**src/spims_pkg.sv**
```systemverilog
package spims_pkg;

  // Frame length used when the top level is not overridden.
  localparam int DEF_DATA_BITS = 8;

  // Widths fixed by the item fields.
  localparam int BYTE_W  = 8;
  localparam int REQ_W   = 2;
  localparam int RATE_W  = 3;
  localparam int DIV_W   = 7;
  localparam int ADDR_W  = 5;
  localparam int PDATA_W = 32;
  localparam int REG_IDX_W = 3;

  // Request codes carried by an input item. Code 3 is treated as a plain tick.
  localparam logic [REQ_W-1:0] REQ_TICK  = 2'd0;
  localparam logic [REQ_W-1:0] REQ_WRITE = 2'd1;
  localparam logic [REQ_W-1:0] REQ_READ  = 2'd2;

  // Configuration register indexes (byte address is 4 times the index).
  localparam logic [REG_IDX_W-1:0] REG_ENABLE   = 3'd0;
  localparam logic [REG_IDX_W-1:0] REG_POLARITY = 3'd1;
  localparam logic [REG_IDX_W-1:0] REG_PHASE    = 3'd2;
  localparam logic [REG_IDX_W-1:0] REG_LSB      = 3'd3;
  localparam logic [REG_IDX_W-1:0] REG_RATE     = 3'd4;

  // Highest prescaler code; larger codes act as this one.
  localparam logic [RATE_W-1:0] RATE_MAX   = 3'd6;
  localparam logic [RATE_W-1:0] RATE_RESET = 3'd1;

  typedef struct packed {
    logic [REQ_W-1:0]  req_type;
    logic [BYTE_W-1:0] write_data;
    logic              miso_in;
  } spims_in_t;

  typedef struct packed {
    logic              sck_out;
    logic              mosi_out;
    logic              busy_res;
    logic              done_flag;
    logic              collision_flag;
    logic [BYTE_W-1:0] read_data;
  } spims_out_t;

endpackage

```
**src/spi_master_shift_engine_core.sv**
```systemverilog
// SPI master shift engine with programmable clock polarity, clock phase, bit
// order and a prescaler whose rate code 0 to 6 sets the SCK period. Every input
// item is one system clock tick and may carry a data write (starts a frame
// when idle, raises the collision flag when busy) or a data read (returns the
// receive buffer and clears the done and collision flags). Each item yields
// exactly one result item holding the line levels and flags after that tick.
// An item is accepted while the result register is empty or being taken, so
// a stalled consumer holds off the input only while that register is full.
// The tick update is one combinational pass from the state registers into the
// state and result registers: one item per clock while the consumer keeps up.
// The user must write configuration over the APB-style port only while no
// item is pending; the block does not enforce this.
module spi_master_shift_engine_core #(
  parameter int DATA_BITS = spims_pkg::DEF_DATA_BITS
) (
  input  logic                           clk,
  input  logic                           rst_n,
  // Input items
  input  logic                           in_valid,
  output logic                           in_ready,
  input  spims_pkg::spims_in_t           in_data,
  // Result items
  output logic                           out_valid,
  input  logic                           out_ready,
  output spims_pkg::spims_out_t          out_data,
  // Configuration port
  input  logic                           cfg_psel,
  input  logic                           cfg_penable,
  input  logic                           cfg_pwrite,
  input  logic [spims_pkg::ADDR_W-1:0]   cfg_paddr,
  input  logic [spims_pkg::PDATA_W-1:0]  cfg_pwdata,
  output logic [spims_pkg::PDATA_W-1:0]  cfg_prdata,
  output logic                           cfg_pready
);
  import spims_pkg::*;

  localparam int FRAME_EDGES = 2 * DATA_BITS;
  localparam int EDGE_W      = $clog2(FRAME_EDGES + 1);

  // Configuration registers.
  logic              enable_r;
  logic              polarity_r;
  logic              phase_r;
  logic              lsb_first_r;
  logic [RATE_W-1:0] rate_r;

  // Engine state.
  logic [DATA_BITS-1:0] shift_r, shift_nxt;
  logic [DATA_BITS-1:0] rx_buf_r, rx_buf_nxt;
  logic [EDGE_W-1:0]    edge_cnt_r, edge_cnt_nxt;
  logic [DIV_W-1:0]     div_cnt_r, div_cnt_nxt;
  logic                 sck_r, sck_nxt;
  logic                 active_r, active_nxt;
  logic                 complete_r, complete_nxt;
  logic                 collided_r, collided_nxt;
  logic                 sampled_r, sampled_nxt;

  // Result register.
  logic       out_valid_r;
  spims_out_t out_data_r, out_data_nxt;

  logic                 in_accept;
  logic                 cfg_write;
  logic [REG_IDX_W-1:0] cfg_idx;

  // One place of the shift register, taking the captured bit in at the far end.
  function automatic logic [DATA_BITS-1:0] shift_once(input logic [DATA_BITS-1:0] s,
                                                     input logic lsb, input logic b);
    logic [DATA_BITS-1:0] r;
    if (lsb) begin
      r = {b, s[DATA_BITS-1:1]};
    end else begin
      r = {s[DATA_BITS-2:0], b};
    end
    return r;
  endfunction

  // Handshake: the result register parts the two sides.
  assign in_ready  = !out_valid_r || out_ready;
  assign in_accept = in_valid && in_ready;
  assign out_valid = out_valid_r;
  assign out_data  = out_data_r;

  // Configuration access.
  assign cfg_pready = 1'b1;
  assign cfg_idx    = cfg_paddr[ADDR_W-1:2];
  assign cfg_write  = cfg_psel && cfg_penable && cfg_pwrite && cfg_pready;

  always_comb begin
    cfg_prdata = '0;
    unique case (cfg_idx)
      REG_ENABLE:   cfg_prdata = PDATA_W'(enable_r);
      REG_POLARITY: cfg_prdata = PDATA_W'(polarity_r);
      REG_PHASE:    cfg_prdata = PDATA_W'(phase_r);
      REG_LSB:      cfg_prdata = PDATA_W'(lsb_first_r);
      REG_RATE:     cfg_prdata = PDATA_W'(rate_r);
      default:      cfg_prdata = '0;
    endcase
  end

  always_ff @(posedge clk) begin
    if (!rst_n) begin
      enable_r    <= 1'b0;
      polarity_r  <= 1'b0;
      phase_r     <= 1'b0;
      lsb_first_r <= 1'b0;
      rate_r      <= RATE_RESET;
    end else if (cfg_write) begin
      unique case (cfg_idx)
        REG_ENABLE:   enable_r    <= cfg_pwdata[0];
        REG_POLARITY: polarity_r  <= cfg_pwdata[0];
        REG_PHASE:    phase_r     <= cfg_pwdata[0];
        REG_LSB:      lsb_first_r <= cfg_pwdata[0];
        REG_RATE:     rate_r      <= cfg_pwdata[RATE_W-1:0];
        default:      ;
      endcase
    end
  end

  // One tick of the engine: request first, then the prescaler and shifter.
  always_comb begin
    logic              started;
    logic [RATE_W-1:0] rate_eff;
    logic [DIV_W-1:0]  half;
    logic [DIV_W-1:0]  div_inc;
    logic [EDGE_W-1:0] k;
    logic              leading;
    logic [BYTE_W-1:0] rdata;

    shift_nxt    = shift_r;
    rx_buf_nxt   = rx_buf_r;
    edge_cnt_nxt = edge_cnt_r;
    div_cnt_nxt  = div_cnt_r;
    sck_nxt      = sck_r;
    active_nxt   = active_r;
    complete_nxt = complete_r;
    collided_nxt = collided_r;
    sampled_nxt  = sampled_r;
    started      = 1'b0;
    rdata        = '0;
    k            = '0;
    leading      = 1'b0;

    rate_eff = (rate_r > RATE_MAX) ? RATE_MAX : rate_r;
    half     = DIV_W'(1) << rate_eff;
    div_inc  = div_cnt_r + DIV_W'(1);

    // Data register access.
    if (in_data.req_type == REQ_WRITE) begin
      if (active_r) begin
        collided_nxt = 1'b1;
      end else begin
        shift_nxt = DATA_BITS'(in_data.write_data);
        if (enable_r) begin
          edge_cnt_nxt = '0;
          div_cnt_nxt  = '0;
          sck_nxt      = polarity_r;
          active_nxt   = 1'b1;
          started      = 1'b1;
        end
      end
    end else if (in_data.req_type == REQ_READ) begin
      rdata        = BYTE_W'(rx_buf_r);
      complete_nxt = 1'b0;
      collided_nxt = 1'b0;
    end

    // Engine advance.
    if (!enable_r) begin
      active_nxt   = 1'b0;
      edge_cnt_nxt = '0;
      div_cnt_nxt  = '0;
      sck_nxt      = polarity_r;
    end else if (active_r && !started) begin
      if (div_inc < half) begin
        div_cnt_nxt = div_inc;
      end else begin
        div_cnt_nxt  = '0;
        k            = edge_cnt_r + EDGE_W'(1);
        edge_cnt_nxt = k;
        sck_nxt      = !sck_r;
        leading      = k[0];
        // Sampling edge captures MISO; the other edge shifts.
        if (leading == !phase_r) begin
          sampled_nxt = in_data.miso_in;
        end else if (!phase_r || k >= EDGE_W'(3)) begin
          shift_nxt = shift_once(shift_nxt, lsb_first_r, sampled_nxt);
        end
        // Frame end: latch the received word and return to idle.
        if (k >= EDGE_W'(FRAME_EDGES)) begin
          if (phase_r) begin
            shift_nxt = shift_once(shift_nxt, lsb_first_r, sampled_nxt);
          end
          rx_buf_nxt   = shift_nxt;
          complete_nxt = 1'b1;
          active_nxt   = 1'b0;
          edge_cnt_nxt = '0;
          div_cnt_nxt  = '0;
          sck_nxt      = polarity_r;
        end
      end
    end else if (!active_r) begin
      sck_nxt = polarity_r;
    end

    // Result fields show the state after the tick.
    out_data_nxt.sck_out        = sck_nxt;
    out_data_nxt.mosi_out       = active_nxt &&
                                  (lsb_first_r ? shift_nxt[0] : shift_nxt[DATA_BITS-1]);
    out_data_nxt.busy_res       = active_nxt;
    out_data_nxt.done_flag      = complete_nxt;
    out_data_nxt.collision_flag = collided_nxt;
    out_data_nxt.read_data      = rdata;
  end

  // State update on every accepted item.
  always_ff @(posedge clk) begin
    if (!rst_n) begin
      shift_r    <= '0;
      rx_buf_r   <= '0;
      edge_cnt_r <= '0;
      div_cnt_r  <= '0;
      sck_r      <= 1'b0;
      active_r   <= 1'b0;
      complete_r <= 1'b0;
      collided_r <= 1'b0;
      sampled_r  <= 1'b0;
    end else if (in_accept) begin
      shift_r    <= shift_nxt;
      rx_buf_r   <= rx_buf_nxt;
      edge_cnt_r <= edge_cnt_nxt;
      div_cnt_r  <= div_cnt_nxt;
      sck_r      <= sck_nxt;
      active_r   <= active_nxt;
      complete_r <= complete_nxt;
      collided_r <= collided_nxt;
      sampled_r  <= sampled_nxt;
    end
  end

  // Result register valid flag.
  always_ff @(posedge clk) begin
    if (!rst_n) begin
      out_valid_r <= 1'b0;
    end else if (in_accept) begin
      out_valid_r <= 1'b1;
    end else if (out_ready) begin
      out_valid_r <= 1'b0;
    end
  end

  // Result payload.
  always_ff @(posedge clk) begin
    if (in_accept) begin
      out_data_r <= out_data_nxt;
    end
  end

  // An idle engine keeps its counters cleared.
  assert property (@(posedge clk) disable iff (!rst_n)
    !active_r |-> (edge_cnt_r == '0) && (div_cnt_r == '0))
    else $error("idle engine with nonzero counters");

  // A running frame never reaches the final edge count.
  assert property (@(posedge clk) disable iff (!rst_n)
    active_r |-> (edge_cnt_r < EDGE_W'(FRAME_EDGES)))
    else $error("edge count past frame end");

  // An item processed while disabled leaves the engine idle.
  assert property (@(posedge clk) disable iff (!rst_n)
    (in_accept && !enable_r) |=> !active_r)
    else $error("engine running while disabled");

  // The reported busy flag matches the engine state after the item.
  assert property (@(posedge clk) disable iff (!rst_n)
    in_accept |=> (out_data_r.busy_res == active_r))
    else $error("busy flag disagrees with engine state");

endmodule
```
**config.mk**
```make
export PLATFORM = sky130hd
export DESIGN_NAME = spi_master_shift_engine_core
export DESIGN_NICKNAME = d
export VERILOG_FILES = /design/src/spims_pkg.sv /design/src/spi_master_shift_engine_core.sv
export SDC_FILE = /design/constraint.sdc
export NUM_CORES = 1
export LEC_CHECK = 0
export ABC_AREA = 1
export BUFFER_PORTS_ARGS = -buffer_cell sky130_fd_sc_hd__buf_2
export CAP_MARGIN = 20
export CORE_ASPECT_RATIO = 1.25
export CORE_UTILIZATION = 40
export DETAILED_ROUTE_END_ITERATION = 8
export SETUP_SLACK_MARGIN = 0.1
export SLEW_MARGIN = 20
export SYNTH_ARGS = -nofsm -noshare
export SYNTH_HDL_FRONTEND = slang
export SYNTH_SLANG_ARGS = --single-unit
```
**constraint.sdc**
```tcl
create_clock -name clk -period 3.31 [get_ports clk]
set_input_delay 0.1655 -clock clk [delete_from_list [all_inputs] [get_ports clk]]
set_output_delay 0.1655 -clock clk [all_outputs]
set_load 0.05 [all_outputs]
```
==> flow_summary.yaml, run 1 <==
run_status:
  status: "finished, final reports clean"
critical_path:
  cp-startpoint: "div_cnt_r[0]"
  worstPathRequired_ns: 3.47
  r2r_slack_ns: 0.58
  critPathCapture: "out_data[11]"
  endpoint_kind: "register"
  r2r-start: "div_cnt_r[0]"
  critPathArrivalTime_ns: 2.89
  rr_endpoint: "out_data[11]"
  critPathKind: "register to register"
  cp-start-kind: "register"
  cp_max_fo: 5
  r2r_cells: 17
final_layout:
  insertedDiodeCount: 0
  area_delta_synth_final_pct: 9.28
  drive_gt1_frac: 0.143
  fin_nets: 643
  n_fill_cell: 932
  finalCoreUtilization: 0.447
power_and_ir_drop:
  peakVddDrop_mv: 0.273
  p_total_uw: 1570
  p_leak_uw: 0.00182
  power_density_nw_per_um2: 384
floorplanning:
  io_pins: 103
  initial_core_util: 0.409
  rows: 39
  core_um2: 9130
  die_area_um2: 9730
  die_x_um: 88.4
  die_h_um: 110
clocking:
  worstSkewPairLatency_ns: 0.30
  cts_tree: "built"
  cts-root-buf: "clkbuf_16"
  cts.sinks: 54
  path_clk_slew_ns: 0.07
  postCtsSetupBuffers: 0
  cts_max_path_buffers: 2
  cts.repair.resized: 0
  cts_hold_buf: 0
  numCtsBuffers: 5
  htreeDepth: 2
routing:
  initialDrtViolationCount: 214
  ant_nets: 0
  wl_per_cell_um: 13.1
  routed_wl_um: 9190
  num_vias: 3535
  first_pass_iters: 4
  viasPerCell: 5.03
  drc: 0
synthesis:
  syn_area_um2: 3740
  ys.flop_type: "dfxtp_1"
  synth_edf_count: 13
  async_reset_ff_frac: 0
  ys_ff_latch: 54
  ys_types: 44
  ys_seq_area_frac: 0.324
  synth_warnings: 0
  syn_inst: 547
  avgSynthCellArea_um2: 6.83
timing:
  fin_setup_tns_ns: 0
  setup_violations: 0
  finalCriticalPeriod_ns: 2.73
  slew_violations: 0
  tightest_slew_ns: 0.682
  min_period_over_period: 0.825
  grt_setup_unrepaired: "no"
  holdWs_ns: 0.149
  relSlewSlack: 0.545
  hold_viol_final: 0
  skew_ns: 0.0104
  fmax_mhz: 366
  setup_ws_ns: 0.578
global_routing:
  grt_pass1_vias: 3163
  grt-ovfl-total: 0
  grt_use_total: 0.198
  grt_max_degree: 21
  grt_pass1_wl_um: 14700
  antenna_found_initial: 0
run:
  drv_cap: 0
placement:
  port_buffers: 41
  hpwl_um: 6680
  place_ws_ns: 0.556
  gp_congestion: 0.827
min_path:
  hold_class: "input port to register"
==> worst max-delay path, cell delays in order, from the launching register on <==
cell and delay [ns]:
dfxtp_1 0.39, ha_1 0.23, nand4_1 0.13, nor2_1 0.13
xor2_1 0.22, ha_1 0.28, a21oi_1 0.16, o21a_1 0.15
nand2_2 0.09, inv_1 0.16, nor2_4 0.06, inv_1 0.08
nor2_1 0.04, inv_1 0.10, nand3_1 0.10, inv_1 0.10
nand2_1 0.05, nor2_1 0.11
==> cells in the final DEF, fill, tap and decap left out, types with 5 or more instances in the layout <==
cell	instances
clkbuf_16	5
buf_2	41
o21ai_0	17
nand4_1	9
nand2_1	125
conb_1	30
inv_1	66
edfxtp_1	13
nand2_2	8
inv_2	5
dfxtp_1	41
nor3_1	5
buf_4	5
a31oi_1	6
ha_1	9
nand3_1	75
a21oi_1	46
nor2_1	32
==> how the worst min path moves through the flow <==
| stage | from | endpoint | slack, ns | cells past startpoint |
|---|---|---|---|---|
| floorplan | cfg_pwdata[0] | rate_r[0] | 0.29 | 2 |
| global placement | rx_buf_r[0] | rx_buf_r[0] | 0.44 | 2 |
| detailed placement | rx_buf_r[0] | rx_buf_r[0] | 0.45 | 2 |
| CTS | cfg_pwdata[1] | rate_r[1] | 0.14 | 3 |
| global route | cfg_pwdata[1] | rate_r[1] | 0.16 | 3 |
| finish | cfg_pwdata[1] | rate_r[1] | 0.15 | 3 |
==> kinds of logic after synthesis <==
family,synth area share
fa+ha+maj,0.0301
other cells,0.00201
simple gates,0.336
flops,0.324
xor+xnor,0.0167
compound gates,0.127
buf+inv,0.164
==> metrics by stage <==
stage / std cells / cell area (um2)
6_report: 703 / 4080
5_1_grt: 703 / 4080
4_1_cts: 703 / 4080
3_5_place_dp: 695 / 3930
3_3_place_gp: 694 / 3900
2_1_floorplan: 575 / 3840
==> power by group <==
group	internal (uW)	switching, uW
Combinational	66.5	236
Clock	290	276
Sequential	693	8.14
==> Yosys cell counts (6+ instances only) <==
cell type | number | area [um2]
nor2_1 | 32 | 120
inv_1 | 66 | 248
edfxtp_1 | 13 | 390
o21ai_0 | 17 | 85.1
dfxtp_1 | 41 | 821
buf_4 | 33 | 248
ha_1 | 9 | 113
nand4_1 | 9 | 56.3
nand2_1 | 125 | 469
nand2_2 | 8 | 50.1
nand3_1 | 75 | 375
a31oi_1 | 6 | 37.5
clkbuf_1 | 6 | 22.5
a21oi_1 | 46 | 230
==> flip-flops by register name (all words and copies together), names as in the netlist, 3 cells and up <==
register    count
out_data       13
rx_buf_r        8
shift_r         8
div_cnt_r       7
edge_cnt_r      5
rate_r          3
==> layer usage <==
layer	GRT usage	vias to the layer above	wire, um
li1	-	1800	-
met1	0.234	1599	3860
met2	0.346	113	4640
met3	0.0216	23	388
met4	0.111	0	306
met5	0	-	0
==> layout make-up <==
type	instances	area (um2)	share of cell area
multi-input cells	398	2020	0.494
flip-flops and latches	54	1210	0.297
inverters	73	277	0.0677
repair buffers	47	270	0.0662
well taps	123	154	0.0377
clock buffers	5	125	0.0306
clock inverters	3	28.8	0.00705
Note: power is estimated with default switching activity, not from simulation.
==> inputs of run 2 (changes only) <==
ABC_AREA = 0   (was 1)
PLACE_DENSITY = 0.66   (was not set)
clock period = 2.35 ns   (was 3.31 ns; I/O delays follow)
==> run 2 against run 1 <==
Effect of this change: the run now ends with negative setup slack left; count of clock-buffer cells in the layout grew 1; worst hold slack lost 0.097 ns; utilization grew 10 points; non-clock buffer count grew 68; cell area grew 23%; fmax grew 2.2%; critical path depth shrank 4; highest routed layer unchanged; largest cell class unchanged; synthesized area is essentially flat; clock power grew 52%; die area is essentially flat.
==> flow_summary.yaml, run 2 <==
synthesis:
  synth_edf_count: 13
  ys.flop_type: "dfxtp_1"
  synth_top_cell_area_share: 0.220
  avgSynthCellArea_um2: 8.99
  synth_top_area_cell: "dfxtp_1"
  yosys-top-cells-area: "dfxtp_1 (22%), edfxtp_1 (10%), buf_4 (6.6%)"
  ys_top_cells_by_count: "dfxtp_1 (41), nand2_1 (39), buf_4 (33), nor2_1 (31), o21ai_0 (21)"
  syn_area_um2: 3740
  async_reset_ff_frac: 0
  synth_warnings: 0
  ys_types: 65
  syn_inst: 416
  ys_seq_area_frac: 0.324
  yosysMostFrequentCell: "dfxtp_1"
  ys_ff_latch: 54
timing:
  slew_violations: 0
  setup_violations: 36
  skew_ns: 0.00766
  fin_setup_tns_ns: -6.87
  min_period_over_period: 1.14
  setup_ws_ns: -0.323
  hold_viol_final: 0
  grt_setup_unrepaired: "yes"
  fmax_mhz: 374
  tightest_slew_ns: 0.858
  relSlewSlack: 0.427
  finalCriticalPeriod_ns: 2.67
placement:
  place_inst: 616
  port_buffers: 41
  hpwl_um: 7140
  gp_congestion: 0.900
  placed_cell_area_um2: 4400
power_and_ir_drop:
  p_total_uw: 2240
  power_density_nw_per_um2: 446
  p_leak_uw: 0.00205
  peakVddDrop_mv: 0.313
floorplanning:
  die_h_um: 110
  io_pins: 103
  core_um2: 9130
  die_x_um: 88.5
  rows: 39
  die_area_um2: 9740
  initial_core_util: 0.410
global_routing:
  grt_pass1_wl_um: 16100
  grt-ovfl-total: 0
  grt_max_degree: 32
  antenna_found_initial: 0
  grt_pass1_vias: 3321
  grt_use_total: 0.218
routing:
  routed_wl_um: 10600
  wl_per_cell_um: 16.6
  viasPerCell: 5.42
  num_vias: 3464
  drc: 0
  first_pass_iters: 4
  initialDrtViolationCount: 166
  ant_nets: 0
clocking:
  htreeDepth: 2
  cts_tree: "built"
  cts_max_path_buffers: 2
  cts_hold_buf: 0
  cts.sinks: 54
  numCtsBuffers: 5
  worstSkewPairLatency_ns: 0.30
  cts-root-buf: "clkbuf_16"
  path_clk_slew_ns: 0.07
critical_path:
  path_buf_inv: 2
  critPathKind: "register to register"
  cp_max_fo: 11
  path_cells: "ha_4, and3_4, nand3_4, xnor2_4, ha_4, o21a_1, o21bai_2, buf_4, a21oi_4, buf_12, nand2_1, a211oi_2, o31ai_4"
  cp_common_cell: "ha_4"
  endpoint_kind: "register"
  critPathArrivalTime_ns: 2.85
  critPathSlowestCell: "dfxtp_4"
  path_delay_family: "compound AO/OA/AOI/OAI gates"
  worstPathRequired_ns: 2.53
  cp-start-kind: "register"
  cpPeakStageDelay_ns: 0.38
final_layout:
  area_delta_synth_final_pct: 34.6
  design_area_um2: 5030
  layout_common_cells: "buf_4 (58), buf_2 (41), nand2_1 (37), dfxtp_1 (37), conb_1 (30)"
  final_common_cell: "buf_4"
  insertedDiodeCount: 0
  largest_register_ffs: 13
  n_fill_cell: 828
  drive_gt1_frac: 0.399
  fin_nets: 579
  finalNonFillerCells: 639
run:
  drv_cap: 0
run_status:
  status: "finished, violations left"
  violations: "negative setup slack"
min_path:
  hold_class: "input port to register"
[run 2: changes by cell type in the layout (fill, tap and decap cells not counted), moves of 9 or more]
| cell | before | now |
|---|---|---|
| nand2_1 | 125 | 37 |
| inv_1 | 66 | 13 |
| buf_6 | 0 | 13 |
| buf_4 | 5 | 58 |
| o21ai_0 | 17 | 8 |
| mux2i_1 | 0 | 20 |
| and2_1 | 0 | 9 |
| a21oi_1 | 46 | 16 |
| nand3_1 | 75 | 14 |
[run 2: cell families after synthesis]
kind of cell	synth area share
mux	0.123
simple gates	0.188
xor+xnor	0.0274
flops	0.324
buf+inv	0.112
fa+ha+maj	0.0301
other cells	0.00201
compound gates	0.193
[run 2: routing by layer]
metal,vias to the layer above,track usage,wire length [um]
met3,22,0.0387,406
met5,-,0,0
li1,1667,-,-
met4,0,0.105,307
met1,1682,0.244,4300
met2,93,0.396,5580
[run 2: report_power, final]
group,total (uW),switching [uW],internal [uW]
Combinational,408,297,111
Clock,858,352,506
Sequential,977,10.8,966
Total,2240,660,1580
[run 2: repair_timing]
item,4_1_cts,5_1_grt
endpoints found under the setup margin,36,36
gates cloned,1,0
pin swaps,18,10
buffers inserted,12,4
gates resized for setup,50,37
[run 2: worst min-delay path, cell delays in order]
cell and delay, ns:
buf_2 0.10, inv_1 0.04, a21oi_1 0.05
[run 2: worst paths after layout]
| check | slack (ns) | from | to | depth (start not counted) |
|---|---|---|---|---|
| hold reg to reg | 0.47 | collided_r | collided_r | 2 |
| setup / recovery | -0.32 | div_cnt_r[1] | shift_r[7] | 13 |
| hold / removal | 0.05 | in_valid | out_valid | 3 |
| setup reg to reg | -0.32 | div_cnt_r[1] | shift_r[7] | 13 |
[run 2: layout make-up]
class / count / area, um2 / share of cell area
multi-input cells: 325 / 2590 / 0.514
flip-flops and latches: 54 / 1220 / 0.243
repair buffers: 115 / 847 / 0.168
well taps: 123 / 154 / 0.0306
clock buffers: 6 / 129 / 0.0256
inverters: 14 / 52.6 / 0.0104
clock inverters: 2 / 38.8 / 0.00771
[run 2: per-stage QoR]
| step | hold WS [ns] | worst slack [ns] | util |
|---|---|---|---|
| floorplan | 0.246 | -0.113 | - |
| global placement | 0.358 | -0.311 | 0.482 |
| detailed placement | 0.369 | -0.351 | 0.482 |
| CTS | 0.0506 | -0.232 | 0.530 |
| global route | 0.0747 | -0.408 | 0.551 |
| finish | 0.0524 | -0.323 | 0.551 |
==> inputs of run 3 (changes only) <==
CELL_PAD_IN_SITES_DETAIL_PLACEMENT = 0   (was not set)
CELL_PAD_IN_SITES_GLOBAL_PLACEMENT = 1   (was not set)
CORE_UTILIZATION = 36   (was 40)
PLACE_DENSITY = not set   (was 0.66)
PLACE_DENSITY_LB_ADDON = 0.1   (was not set)
==> run 3 against run 2 <==
Effect of this change: the flow still finishes with violations (negative setup slack); critical path type unchanged; largest power group unchanged; global-route usage down 2.0 points; sequential cell count is the same; critical endpoint is now edge_cnt_r[0]; final cell count increased by 2.0%; wire length down 0.51%.
==> flow_summary.yaml, run 3 (synthesis gave the netlist of run 2 again) <==
min_path:
  hold_class: "input port to register"
  hold_start: "in_valid"
  min_to: "out_valid"
  min_path_cells: 3
timing:
  setup_violations: 33
  finalCriticalPeriod_ns: 2.58
  min_period_over_period: 1.10
  hold_viol_final: 0
  fmax_mhz: 388
  tightest_slew_ns: 0.924
  relSlewSlack: 0.383
  skew_ns: 0.00502
  slew_violations: 0
  grt_setup_unrepaired: "yes"
  setup_ws_ns: -0.227
power_and_ir_drop:
  power_density_nw_per_um2: 450
  peakVddDrop_mv: 0.299
  p_leak_uw: 0.00209
placement:
  port_buffers: 41
  hpwl_um: 7840
  place_inst: 632
  gp_congestion: 0.803
  placed_cell_area_um2: 4470
  place_ws_ns: -0.314
critical_path:
  critPathKind: "register to register"
  cp-startpoint: "div_cnt_r[1]"
  r2r-start: "div_cnt_r[1]"
  cp_max_fo: 4
  critPathArrivalTime_ns: 2.71
  r2r_slack_ns: -0.23
  worstPathRequired_ns: 2.49
  endpoint_kind: "register"
  rr_endpoint: "edge_cnt_r[0]"
  cp-start-kind: "register"
  r2r_cells: 13
final_layout:
  finalNonFillerCells: 652
  area_delta_synth_final_pct: 35.3
  layout_common_cells: "buf_4 (70), buf_2 (41), dfxtp_1 (36)"
  largest_register_ffs: 13
  design_area_um2: 5060
  fin_nets: 586
  drive_gt1_frac: 0.409
  insertedDiodeCount: 0
  final_common_cell: "buf_4"
global_routing:
  grt-ovfl-total: 0
  grt_pass1_vias: 3267
  antenna_found_initial: 0
  grt_use_total: 0.198
  grt_pass1_wl_um: 16700
  grt_max_degree: 35
floorplanning:
  io_pins: 103
  rows: 41
  core_um2: 10100
  die_area_um2: 10800
  initial_core_util: 0.370
  die_x_um: 93.2
  die_h_um: 116
routing:
  initialDrtViolationCount: 129
  num_vias: 3417
  first_pass_iters: 4
  wl_per_cell_um: 16.2
  drc: 0
  viasPerCell: 5.24
  routed_wl_um: 10500
  ant_nets: 0
clocking:
  worstSkewPairLatency_ns: 0.29
  htreeDepth: 2
  cts_max_path_buffers: 2
  numCtsBuffers: 5
  path_clk_slew_ns: 0.07
  cts_hold_buf: 0
  cts.sinks: 54
  cts-root-buf: "clkbuf_16"
  cts_tree: "built"
run_status:
  status: "finished, violations left"
  violations: "negative setup slack"
run:
  drv_cap: 0
## run 3: cell count changes in the layout (fill, tap and decap cells not counted), sizes merged
cell / change
clkinv: -1
buf: +7
inv: +1
## run 3: metal layers
metal  GRT usage  wire length (um)  up-vias
met5           0                 0        -
met4      0.0677               237        0
met3      0.0249               334       16
met2       0.352              5450       74
met1       0.247              4520     1645
li1            -                 -     1682
## run 3: where the power goes
group,switching (uW),internal (uW)
Sequential,10.8,966
Combinational,299,109
Clock,355,537
## run 3: worst max-delay path by stage
stage / end / depth (start not counted)
6_report: edge_cnt_r[0] / 13
5_1_grt: out_data[11] / 13
4_1_cts: out_data[11] / 13
3_5_place_dp: out_data[11] / 10
3_3_place_gp: out_data[11] / 10
2_1_floorplan: rx_buf_r[1] / 11
## run 3: metrics by stage
stage	hold WS, ns	total power [uW]	utilization	setup TNS [ns]
after floorplan	0.246	1330	-	-0.726
after global placement	0.361	1390	0.442	-5.35
after detailed placement	0.369	1390	0.442	-6.84
after CTS	0.0655	2280	0.480	-4.77
after global routing	0.0900	2360	0.501	-8.85
final	0.0707	2280	0.501	-3.99
## run 3: area by class of cell
| class | instances | area [um2] |
|---|---|---|
| Clock inverter | 2 | 38.8 |
| Sequential cell | 54 | 1220 |
| Fill cell | 986 | 5050 |
| Clock buffer | 6 | 139 |
| Timing Repair Buffer | 122 | 872 |
| Multi-Input combinational cell | 325 | 2570 |
| Inverter | 14 | 52.6 |
| Tap cell | 129 | 161 |
## run 3: critical path: stages, from the launching register on
cell	delay (ns)
dfxtp_4	0.37
ha_4	0.17
buf_4	0.14
xor2_2	0.15
ha_4	0.16
a21o_1	0.18
a2111oi_4	0.36
buf_4	0.19
a21oi_4	0.07
buf_4	0.15
buf_4	0.13
and3_1	0.15
o21ai_1	0.13
a21oi_1	0.08
## run 3: repair_timing
item	4_1_cts	5_1_grt
setup buffers	7	5
resized for setup	41	35
endpoints found under the setup margin	36	36
pin swaps	16	21
